[config.mk]
export PLATFORM = sky130hd
export DESIGN_NAME = gphi_ctrl
export DESIGN_NICKNAME = d
export VERILOG_FILES = /design/src/hdl/gphi_pkg.sv /design/src/hdl/gphi_ctrl.sv
export SDC_FILE = /design/constraint.sdc
export NUM_CORES = 1
export LEC_CHECK = 0
export ABC_AREA = 1
export BUFFER_PORTS_ARGS = -buffer_cell sky130_fd_sc_hd__buf_2
export CORE_AREA = 2 2 39 41
export CTS_BUF_LIST = sky130_fd_sc_hd__clkbuf_16
export CTS_CLUSTER_SIZE = 14
export DETAILED_ROUTE_END_ITERATION = 12
export DIE_AREA = 0 0 41 43
export GPL_TIMING_DRIVEN = 0
export PLACE_DENSITY = 0.67
export SLEW_MARGIN = 20
export SYNTH_ARGS = -nofsm -noshare
export SYNTH_HDL_FRONTEND = slang
export SYNTH_SLANG_ARGS = --single-unit
[constraint.sdc]
create_clock -name clk -period 2.65 [get_ports clk]
set_input_delay 0.1325 -clock clk [delete_from_list [all_inputs] [get_ports clk]]
set_output_delay 0.1325 -clock clk [all_outputs]
set_load 0.02 [all_outputs]
[src/hdl/gphi_pkg.sv]
// ----------------------------------------------------------------------------
// gphi_pkg
// Types and constants of the group probed hash index.
// ----------------------------------------------------------------------------
`default_nettype none

package gphi_pkg;

  localparam logic [7:0]  CTRL_EMPTY = 8'h80;
  localparam logic [7:0]  CTRL_TOMB  = 8'hFE;
  localparam logic [63:0] MIX_K      = 64'h9E3779B97F4A7C15;

  localparam int CFG_IDX_W = 2;
  localparam logic [CFG_IDX_W-1:0] CFG_HASH_SEED  = 2'd0;
  localparam logic [CFG_IDX_W-1:0] CFG_GROUP_LOG2 = 2'd1;

  localparam logic [1:0] OP_FIND   = 2'd0;
  localparam logic [1:0] OP_INSERT = 2'd1;
  localparam logic [1:0] OP_ERASE  = 2'd2;
  localparam logic [1:0] OP_SPARE  = 2'd3;

  localparam logic [2:0] MIX_LAST_STEP = 3'd5;

  typedef enum logic [1:0] {
    ST_OK     = 2'd0,
    ST_ABSENT = 2'd1,
    ST_FULL   = 2'd2
  } status_t;

  typedef enum logic [1:0] {
    MIX_LO,
    MIX_HI,
    MIX_CROSS
  } mix_phase_t;

  typedef enum logic [2:0] {
    S_IDLE,
    S_MIX,
    S_READ,
    S_CHECK,
    S_REF,
    S_FIN
  } state_t;

  typedef struct packed {
    logic [1:0]  op;
    logic [63:0] key_bytes;
    logic [3:0]  key_length;
    logic [63:0] key_digest;
    logic [63:0] record_ref;
  } in_t;

  typedef struct packed {
    logic [1:0]  status;
    logic        inserted;
    logic        previous_valid;
    logic [63:0] previous_ref;
    logic [9:0]  slot_num;
    logic [7:0]  groups_probed;
  } out_t;

  typedef struct packed {
    logic       load;
    logic       mix;
    mix_phase_t mix_phase;
    logic       mix_second;
    logic       probe;
    logic       finish;
  } cmd_t;

  typedef struct packed {
    logic stop;
    logic last;
    logic out_busy;
  } sts_t;

endpackage

`default_nettype wire

[src/hdl/gphi_ctrl.sv]
// ----------------------------------------------------------------------------
// gphi_ctrl
// Sequencer: hash mixing steps, group probe loop, commit and response.
// ----------------------------------------------------------------------------
`default_nettype none

module gphi_ctrl (
  input  logic           clk,
  input  logic           rst,
  input  logic           in_valid,
  output logic           in_stall,
  input  gphi_pkg::sts_t sts,
  output gphi_pkg::cmd_t cmd
);
  import gphi_pkg::*;

  state_t     state, state_next;
  logic [2:0] step, step_next;

  always_ff @(posedge clk) begin
    if (rst) begin
      state <= S_IDLE;
      step  <= '0;
    end else begin
      state <= state_next;
      step  <= step_next;
    end
  end

  always_comb begin
    state_next     = state;
    step_next      = step;
    cmd            = '0;
    cmd.mix_phase  = MIX_LO;
    in_stall       = rst || (state != S_IDLE);
    unique case (state)
      S_IDLE: begin
        if (in_valid) begin
          cmd.load   = 1'b1;
          step_next  = '0;
          state_next = S_MIX;
        end
      end
      S_MIX: begin
        cmd.mix        = 1'b1;
        cmd.mix_second = (step > 3'd2);
        unique case (step)
          3'd0, 3'd3: cmd.mix_phase = MIX_LO;
          3'd1, 3'd4: cmd.mix_phase = MIX_HI;
          default:    cmd.mix_phase = MIX_CROSS;
        endcase
        step_next = step + 3'd1;
        if (step == MIX_LAST_STEP) begin
          state_next = S_READ;
        end
      end
      S_READ: begin
        state_next = S_CHECK;
      end
      S_CHECK: begin
        cmd.probe = 1'b1;
        if (sts.stop || sts.last) begin
          state_next = S_REF;
        end else begin
          state_next = S_READ;
        end
      end
      S_REF: begin
        state_next = S_FIN;
      end
      S_FIN: begin
        if (!sts.out_busy) begin
          cmd.finish = 1'b1;
          state_next = S_IDLE;
        end
      end
      default: begin
        state_next = S_IDLE;
      end
    endcase
  end

endmodule

`default_nettype wire

==> results.tsv, run 1 <==
stage	metric	value	unit
sta	Final Hold Vio Count	0	
placement	DP Cell Count	96	
floorplanning	Die ar.	0.00176	mm^2
synthesis	Post-Syn Nets	77	
cts	Post-CTS Hold Buffers	0	
floorplanning	FP Rows	14	
pwr	Pleak	0.330	nW
min_path	Hold Path Class	in -> reg	
grt	vias in the first global route	370	
cts	CTS tree	yes	
synthesis	sequential share of the synthesized area	27.0	%
critical_path	Critical Path RT	2.52	ns
placement	Placer Congestion	0.685	
floorplanning	Initial Utilization	32.1	%
critical_path	CP Class	reg -> out	
grt	largest net degree at the start of global routing	9	
cts	worst skew pair latency	0.22	ns
sta	Fmax	0.690	GHz
sta	headroom to the max-slew limit	83.3	%
cts	Post-CTS Setup Inserts	0	
sta	Slew Limit Fails	0	
grt	Overflow after GRT	0	
cts	clock buffer depth	2	
drt	DR vias/cell	4.57	
drt	DR WL/cell	8.77	um
grt	first-pass GRT wire length	1410	um
critical_path	Setup crit end kind	output port	
drt	final WL	868	um
synthesis	synth warn	0	
critical_path	Most Frequent Cell on Critical Path	nor2_1	
synthesis	Synth top area share	27.0	%
critical_path	reg2reg setup slack	1.53	ns
floorplanning	Die Span Y	43	um
finish	layout cell share with drive strength beyond 1	26.5	%
sta	Period minus WS final	1.45	ns
critical_path	worst-path fanout max	5	
critical_path	crit path max-delay cell type	dfxtp_1	
sta	setup TNS	0	ns
floorplanning	core box area	0.00138	mm^2
sta	Worst Skew	0.000800	ns
cts	H-tree Lvls	1	
synthesis	area leader, netlist	dfxtp_1	
sta	part of the cycle the worst path needs	54.7	%
run_status	status	completed	
drt	First-pass DRT Iterations	2	
job	Max Cap Viol	0	
sta	Fin Hold WS	0.134	ns
critical_path	worst-path cell chain	inv_1 -> ha_1 -> nor2_1 -> nor2_1 -> nor2_1 -> buf_2	
floorplanning	die width	41	um
pwr	Pwr Density	745	mW/mm^2
cts	CTS sink count	6	
cts	Post-CTS Resized	0	
sta	worst-margin pin slew	0.250	ns
synthesis	asr flop ratio synth	0	%
placement	HPWL Detailed	711	um
synthesis	Post-synth top cells	inv_1 (12), nand2_1 (11), nand3_1 (7), nor2_1 (7)	
grt	initial antenna violation count	0	
cts	total CTS buffers	3	
synthesis	EDFF count, synth	0	
synthesis	post-synthesis instance total	67	
pwr	VDD IR-drop max	726	uV
placement	PortBufs	13	
finish	Nets	95	
drt	drt drc	0	
floorplanning	num ports	14	
sta	RSZ-0062 raised after global routing	no	
drt	initial drt markers	3	
finish	Area growth syn-to-layout	36.1	%
finish	fin cells	99	
drt	vias	452	
synthesis	largest cells by area after synthesis	dfxtp_1 (27%), ha_1 (11%), inv_1 (10%)	
critical_path	CP arrival	1.32	ns
critical_path	crit-path max cell delay	0.39	ns
cts	Clock Pin Slew Worst Setup and Hold Paths	0.03	ns
critical_path	Setup crit start kind	register	
synthesis	Main synth FF type	dfxtp_1	
synthesis	Yosys cell types	21	
grt	Total GRT Usage	11.7	%
synthesis	Post-Synthesis Cell Area	444	um^2
drt	Detail Route Antenna Nets	0	
synthesis	most frequent cell after synthesis	inv_1	
sta	# setup viols final	0	
synthesis	Mapped Avg Cell Area	6.63	um^2
finish	ANT cells	0	
cts	clk root buf	clkbuf_16	
synthesis	FF+latch count, synth	6	
[through the flow]
stage / setup slack (ns) / utilization [%] / power, W / instance area, um^2
2_1_floorplan: 1.34 / - / 0.000188 / 444
3_3_place_gp: 1.47 / 38.2 / 0.000214 / 529
3_5_place_dp: 1.43 / 38.2 / 0.000216 / 529
4_1_cts: 1.18 / 43.7 / 0.000456 / 604
5_1_grt: 1.09 / 43.7 / 0.000478 / 604
6_report: 1.20 / 43.7 / 0.000450 / 604
[cell type report]
class / instances / area, um^2
Buffer: 1 / 5.00
Multi-Input combinational cell: 46 / 265
Timing Repair Buffer: 13 / 65.1
Tap cell: 16 / 20.0
Fill cell: 161 / 779
Sequential cell: 6 / 120
Clock buffer: 3 / 75.1
Inverter: 14 / 53.8
[sequential cells by signal, summed over array words and instances (netlist names)]
register  count
state         3
step          3
[power breakdown]
| group | total (W) | internal, W | switching (W) |
|---|---|---|---|
| logic | 0.000100 | 0.0000355 | 0.0000649 |
| registers | 0.000113 | 0.000100 | 0.0000125 |
| clock network | 0.000237 | 0.000193 | 0.0000441 |
[layer usage]
| metal | vias up | routed length, um | share of wire [%] | GRT usage (%) |
|---|---|---|---|---|
| li1 | 247 | - | - | - |
| met1 | 193 | 381 | 44 | 13.9 |
| met2 | 12 | 432 | 50 | 18.1 |
| met3 | 0 | 54 | 6.2 | 6.28 |
| met4 | 0 | 0 | 0 | 2.00 |
| met5 | - | 0 | 0 | 0 |
[placed cells by master (no fill, tap or decap)]
| master | count |
|---|---|
| nand3b_1 | 1 |
| clkinv_2 | 1 |
| buf_2 | 14 |
| ha_1 | 4 |
| a211oi_1 | 1 |
| nor2_4 | 1 |
| a21oi_1 | 6 |
| nor2_2 | 1 |
| clkbuf_16 | 3 |
| dfxtp_1 | 6 |
| o211ai_1 | 1 |
| nor2_1 | 7 |
| nor3_1 | 1 |
| xor2_1 | 1 |
| inv_1 | 12 |
| nand2_4 | 1 |
| o21ai_0 | 1 |
| nor4_1 | 1 |
| nand2_1 | 11 |
| nand4_1 | 1 |
| nand3_1 | 7 |
| inv_2 | 1 |
[final timing paths]
kind | cells past startpoint | start | end
max reg2reg | 4 | state[1]$_SDFFE_PP0P_ | step[0]$_SDFFE_PP0P_
min reg2reg | 2 | step[1]$_SDFFE_PP0P_ | step[1]$_SDFFE_PP0P_
max | 6 | step[0]$_SDFFE_PP0P_ | cmd[2]
min | 2 | rst | state[0]$_SDFFE_PP0P_
[worst max-delay path, delay by kind of cell (launching register included)]
kind	cells	cell delay (ns)
adder cells (fa/ha/maj)	1	0.21
buffers and inverters	2	0.28
flip-flops	1	0.39
AND/OR/NAND/NOR	3	0.21
[kinds of logic after synthesis]
group,after synthesis,synth area share [%]
flops,6,27.0
compound gates,9,11.3
fa+ha+maj,4,11.3
simple gates,32,35.2
buf+inv,15,13.2
xor+xnor,1,1.97
Power figures use the tool's default switching activity.
==> inputs of run 2 (changes only) <==
Clock period 2.65 ns to 1.4 ns, I/O delays scaled along.
==> run 2 against run 1 <==
- combinational power rose by 93%
- via count decreased by 0.22%
- clock power rose by 89%
- critical path depth fell by 1
- clock-buffer cell count did not move
- hold slack got worse by 0.068 ns
- global-route usage unchanged
- flip-flop and latch count did not move
- largest cell class unchanged
- critical path type unchanged
- clock skew is essentially flat
==> results.tsv, run 2 (synthesis results as in run 1) <==
stage	metric	value	unit
cts	worst skew pair latency	0.22	ns
floorplanning	FP Rows	14	
cts	clock buffer depth	2	
sta	worst-margin pin slew	0.266	ns
drt	DR WL/cell	8.74	um
placement	HPWL Detailed	711	um
drt	vias	451	
cts	CTS tree	yes	
grt	first-pass GRT wire length	1410	um
pwr	VDD IR-drop max	1380	uV
sta	Fmax	0.761	GHz
floorplanning	num ports	14	
drt	drt drc	0	
sta	headroom to the max-slew limit	82.3	%
sta	Worst Skew	0.000744	ns
floorplanning	core box area	0.00138	mm^2
finish	multi-input logic area	268	um^2
sta	RSZ-0062 raised after global routing	no	
pwr	Sw Share	27.1	%
pwr	Pwr Density	1400	mW/mm^2
min_path	Worst Hold End	state[0]$_SDFFE_PP0P_	
finish	commonest non-fill, non-tap cells in the layout	buf_2 (13), nand2_1 (11), inv_1 (10), nand3_1 (7)	
cts	H-tree Lvls	1	
floorplanning	die width	41	um
grt	largest net degree at the start of global routing	9	
sta	Fin Hold WS	0.0667	ns
floorplanning	Die ar.	0.00176	mm^2
grt	Overflow after GRT	0	
grt	initial antenna violation count	0	
cts	clk root buf	clkbuf_16	
drt	Detail Route Antenna Nets	0	
pwr	Switch Pwr	0.000233	W
critical_path	worst-path fanout max	5	
placement	DP Cell Count	96	
grt	Total GRT Usage	11.7	%
grt	vias in the first global route	370	
sta	Final Hold Vio Count	0	
drt	final WL	865	um
critical_path	crit-path max cell delay	0.35	ns
critical_path	Setup crit end kind	output port	
pwr	Internal	0.000626	W
drt	initial drt markers	11	
pwr	Gate power share	22.4	%
finish	register area	123	um^2
pwr	Pleak	0.331	nW
critical_path	CP arrival	1.24	ns
finish	ANT cells	0	
placement	PortBufs	13	
critical_path	Worst R2R End	state[0]$_SDFFE_PP0P_	
min_path	Hold Path Class	in -> reg	
floorplanning	Die Span Y	43	um
critical_path	reg2reg start	step[1]$_SDFFE_PP0P_	
drt	DR vias/cell	4.56	
pwr	sequential share of power	25.4	%
min_path	hold-critical path depth	2	
cts	CTS sink count	6	
finish	Area growth syn-to-layout	37.7	%
finish	most common cell after layout, fill and taps aside	buf_2	
sta	Slew Limit Fails	0	
critical_path	worst-path cell chain	inv_2 -> ha_1 -> nor2_1 -> a211oi_1 -> buf_2	
run_status	status	completed	
cts	Clock Pin Slew Worst Setup and Hold Paths	0.03	ns
finish	fin cells	99	
critical_path	Critical Path RT	1.33	ns
floorplanning	Initial Utilization	32.1	%
finish	layout filler cell count	160	
placement	Placer Congestion	0.685	
min_path	hold path start	rst	
cts	total CTS buffers	3	
pwr	Clk pwr share	52.2	%
finish	layout cell share with drive strength beyond 1	32.5	%
drt	First-pass DRT Iterations	4	
critical_path	crit path max-delay cell type	dfxtp_1	
finish	Nets	95	
critical_path	Setup crit start kind	register	
critical_path	reg2reg setup slack	0.32	ns
sta	part of the cycle the worst path needs	93.8	%
sta	setup TNS	0	ns
job	Max Cap Viol	0	
finish	top flop regs	state (3), step (3)	
sta	# setup viols final	0	
critical_path	R2R depth	7	
sta	Period minus WS final	1.31	ns
critical_path	CP Class	reg -> out	
-- run 2: how the worst max path moves through the flow --
stage,from,to,cells after the start
4_1_cts,step[0]$_SDFFE_PP0P_,cmd[3],5
3_3_place_gp,step[0]$_SDFFE_PP0P_,cmd[2],6
2_1_floorplan,step[0]$_SDFFE_PP0P_,cmd[3],4
6_report,step[1]$_SDFFE_PP0P_,cmd[3],5
5_1_grt,step[1]$_SDFFE_PP0P_,cmd[3],5
3_5_place_dp,step[0]$_SDFFE_PP0P_,cmd[2],6
-- run 2: power by group through the flow --
stage | combinational, W | sequential (W) | clock (W)
floorplan | 0.000146 | 0.000210 | 0
global placement | 0.000191 | 0.000215 | 0
detailed placement | 0.000193 | 0.000215 | 0
CTS | 0.000193 | 0.000214 | 0.000457
global route | 0.000222 | 0.000222 | 0.000469
finish | 0.000193 | 0.000218 | 0.000449
-- run 2: what timing repair did --
action                                  in CTS  in global routing
gates cloned                                 0                  0
hold buffers                                 0                  0
pin swaps                                    0                  0
endpoints found under the setup margin       1                  3
setup buffers                                0                  0
hold endpoints to repair                     0                  0
resized for setup                            1                  5
-- run 2: critical path: cells and delay by family, from the launching register on --
family,cells,cell delay (ns)
flip-flops,1,0.35
adder cells (fa/ha/maj),1,0.15
AND/OR/NAND/NOR,1,0.04
buffers and inverters,2,0.28
AO/OA/AOI/OAI,1,0.19
-- run 2: metrics by stage --
| step | power, W | setup slack [ns] | cell area, um^2 | utilization, % |
|---|---|---|---|---|
| 6_report | 0.000859 | 0.0867 | 612 | 44.2 |
| 3_5_place_dp | 0.000408 | 0.241 | 529 | 38.2 |
| 2_1_floorplan | 0.000356 | 0.156 | 444 | - |
| 4_1_cts | 0.000865 | 0.0440 | 606 | 43.8 |
| 5_1_grt | 0.000913 | 0.0103 | 612 | 44.2 |
| 3_3_place_gp | 0.000406 | 0.278 | 529 | 38.2 |
-- run 2: area by class of cell --
cell class	instances	share of cell area, %
Timing Repair Buffer	13	11.0
Multi-Input combinational cell	46	43.8
Buffer	1	0.818
Tap cell	16	3.27
Inverter	14	8.79
Clock buffer	3	12.3
Sequential cell	6	20.0
-- run 2: layer usage --
metal,routed length [um],global-route usage (%),vias to the layer above
met2,444,18.1,12
met1,364,13.9,190
li1,-,-,249
met3,55,6.28,0
met4,0,2.00,0
met5,0,0,-
==> inputs of run 3 (changes only) <==
Settings changed: ABC_AREA 1 to default, PLACE_DENSITY 0.67 to 0.69.
==> run 3 against run 2 <==
- via count up 2.9%
- non-clock buffer count increased by 2
- critical path depth decreased by 2
- largest cell class unchanged
- cell area increased by 5.1%
- hold slack better by 0.015 ns
- utilization up 2.3 points
- fmax shrank 4.5%
- area after synthesis is 5.4% higher
- clock skew increased by 0.0011 ns
==> results.tsv, run 3 <==
stage	metric	value	unit
run_status	status	completed	
job	Max Cap Viol	0	
sta	headroom to the max-slew limit	79.7	%
sta	post-route setup slack	0.0251	ns
cts	Clock Pin Slew Worst Setup and Hold Paths	0.03	ns
floorplanning	core box area	0.00138	mm^2
placement	dpl ws	0.0787	ns
min_path	Hold Path Class	in -> reg	
synthesis	asr flop ratio synth	0	%
synthesis	Post-Synthesis Cell Area	468	um^2
synthesis	synth warn	0	
critical_path	CP Class	reg -> out	
critical_path	worst-path fanout max	10	
synthesis	Post-synth top cells	dfxtp_1 (6), nor2_1 (5), o21ai_0 (5)	
pwr	Sw Share	21.6	%
sta	part of the cycle the worst path needs	98.2	%
drt	vias	464	
placement	HPWL Detailed	717	um
grt	vias in the first global route	424	
critical_path	Setup crit end kind	output port	
finish	most common cell after layout, fill and taps aside	buf_2	
drt	First-pass DRT Iterations	4	
critical_path	crit-path max cell delay	0.36	ns
sta	Slew Limit Fails	0	
synthesis	EDFF count, synth	0	
sta	Period minus WS final	1.37	ns
sta	worst-margin pin slew	0.304	ns
pwr	sequential share of power	25.4	%
cts	worst skew pair latency	0.23	ns
synthesis	largest cells by area after synthesis	dfxtp_1 (26%), ha_1 (11%), mux2i_1 (8.6%)	
pwr	VDD IR-drop max	577	uV
critical_path	worst-path cell chain	or2_4 -> or3_4 -> buf_6	
pwr	Gate power share	14.2	%
cts	clk root buf	clkbuf_16	
finish	ANT cells	0	
synthesis	most frequent cell after synthesis	dfxtp_1	
finish	layout cell share with drive strength beyond 1	34.2	%
floorplanning	FP Rows	14	
finish	commonest non-fill, non-tap cells in the layout	buf_2 (13), nor2_1 (5), o21ai_0 (5)	
synthesis	Main synth FF type	dfxtp_1	
placement	Placer Congestion	0.753	
pwr	Switch Pwr	0.000164	W
cts	CTS tree	yes	
cts	Post-CTS Setup Inserts	0	
sta	# setup viols final	0	
pwr	Pwr Density	1180	mW/mm^2
drt	final WL	1030	um
drt	initial drt markers	11	
floorplanning	Initial Utilization	33.8	%
sta	RSZ-0062 raised after global routing	yes	
finish	Area growth syn-to-layout	37.4	%
pwr	Internal	0.000595	W
grt	largest net degree at the start of global routing	11	
cts	H-tree Lvls	1	
grt	Overflow after GRT	0	
cts	total CTS buffers	3	
synthesis	post-synthesis instance total	58	
synthesis	sequential share of the synthesized area	25.7	%
sta	Worst Skew	0.00188	ns
grt	first-pass GRT wire length	1700	um
cts	CTS sink count	6	
pwr	Pleak	0.286	nW
sta	Final Hold Vio Count	0	
floorplanning	Die ar.	0.00176	mm^2
drt	DR vias/cell	5.21	
critical_path	Critical Path RT	1.33	ns
synthesis	FF+latch count, synth	6	
drt	DR WL/cell	11.5	um
finish	top flop regs	state (3), step (3)	
floorplanning	die width	41	um
synthesis	Mapped Avg Cell Area	8.07	um^2
sta	Fmax	0.727	GHz
grt	Total GRT Usage	14.6	%
synthesis	Yosys cell types	24	
floorplanning	Die Span Y	43	um
critical_path	crit path max-delay cell type	dfxtp_4	
pwr	Clk pwr share	60.3	%
grt	initial antenna violation count	0	
synthesis	Post-Syn Nets	68	
synthesis	area leader, netlist	dfxtp_1	
synthesis	Synth top area share	25.7	%
sta	setup TNS	0	ns
critical_path	CP arrival	1.30	ns
placement	PortBufs	13	
drt	Detail Route Antenna Nets	0	
finish	Nets	85	
drt	drt drc	0	
critical_path	Setup crit start kind	register	
cts	clock buffer depth	2	
floorplanning	num ports	14	
-- run 3: cell count changes in the layout (fill, tap and decap cells not counted), sizes merged, moves of 4 or more --
cell and change:
mux2i +4, nand3 -6, o21ai +4, nor2 -4, nand2 -8, inv -9, nor3b +4
-- run 3: worst paths after layout --
check	startpoint	to	slack, ns	cells after the start
worst min register to register	step[0]$_SDFFE_PP0P_	step[0]$_SDFFE_PP0P_	0.52	2
worst max register to register	step[1]$_SDFFE_PP0P_	state[0]$_SDFFE_PP0P_	0.14	5
worst min-delay path	rst	step[0]$_SDFFE_PP0P_	0.08	2
worst max-delay path	state[1]$_SDFFE_PP0P_	in_stall	0.03	3
-- run 3: per-layer routing --
metal / GRT usage [%] / up-vias / share of wire [%]
met2: 20.0 / 18 / 46
li1: - / 233 / -
met3: 4.71 / 2 / 4.9
met1: 18.4 / 211 / 47
met5: 0 / - / 0
met4: 10.0 / 0 / 1.6
-- run 3: power groups by stage --
| stage | clock network (W) | registers, W | logic (W) |
|---|---|---|---|
| after detailed placement | 0 | 0.000192 | 0.000104 |
| after CTS | 0.000464 | 0.000192 | 0.000106 |
| after global routing | 0.000474 | 0.000195 | 0.000122 |
| after global placement | 0 | 0.000192 | 0.000103 |
| after floorplan | 0 | 0.000189 | 0.0000745 |
| final | 0.000458 | 0.000193 | 0.000108 |
-- run 3: area by class of cell --
class,instances,area (um^2)
Buffer,3,23.8
Clock buffer,3,75.1
Fill cell,136,741
Inverter,4,15.0
Multi-Input combinational cell,44,312
Sequential cell,6,126
Tap cell,16,20.0
Timing Repair Buffer,13,71.3
-- run 3: through the flow --
stage | std cells | util, % | cell area, um^2 | hold WS (ns) | power [W]
floorplan | 58 | - | 468 | 0.139 | 0.000264
global placement | 87 | 40.0 | 553 | 0.321 | 0.000295
detailed placement | 87 | 40.0 | 553 | 0.320 | 0.000296
CTS | 89 | 45.9 | 636 | 0.0873 | 0.000762
global route | 89 | 46.5 | 643 | 0.0974 | 0.000791
finish | 89 | 46.5 | 643 | 0.0815 | 0.000759
-- run 3: worst max-delay path, delay by kind of cell (launching register included) --
family | cells | cell delay, ns
and+or+nand+nor | 2 | 0.58
DFF | 1 | 0.36
buffers and inverters | 1 | 0.14
-- run 3: cell families after synthesis --
logic type / after synthesis / share of synthesized area [%]
simple gates: 23 / 29.4
compound gates: 13 / 16.3
buf+inv: 8 / 9.36
flops: 6 / 25.7
mux: 4 / 8.56
fa+ha+maj: 4 / 10.7
-- run 3: repair_timing --
action / 4_1_cts / 5_1_grt
hold buffers: 0 / 0
gates resized for setup: 5 / 3
hold endpoints to repair: 0 / 0
gates cloned: 0 / 0
pin swaps: 0 / 1
endpoints found under the setup margin: 2 / 4
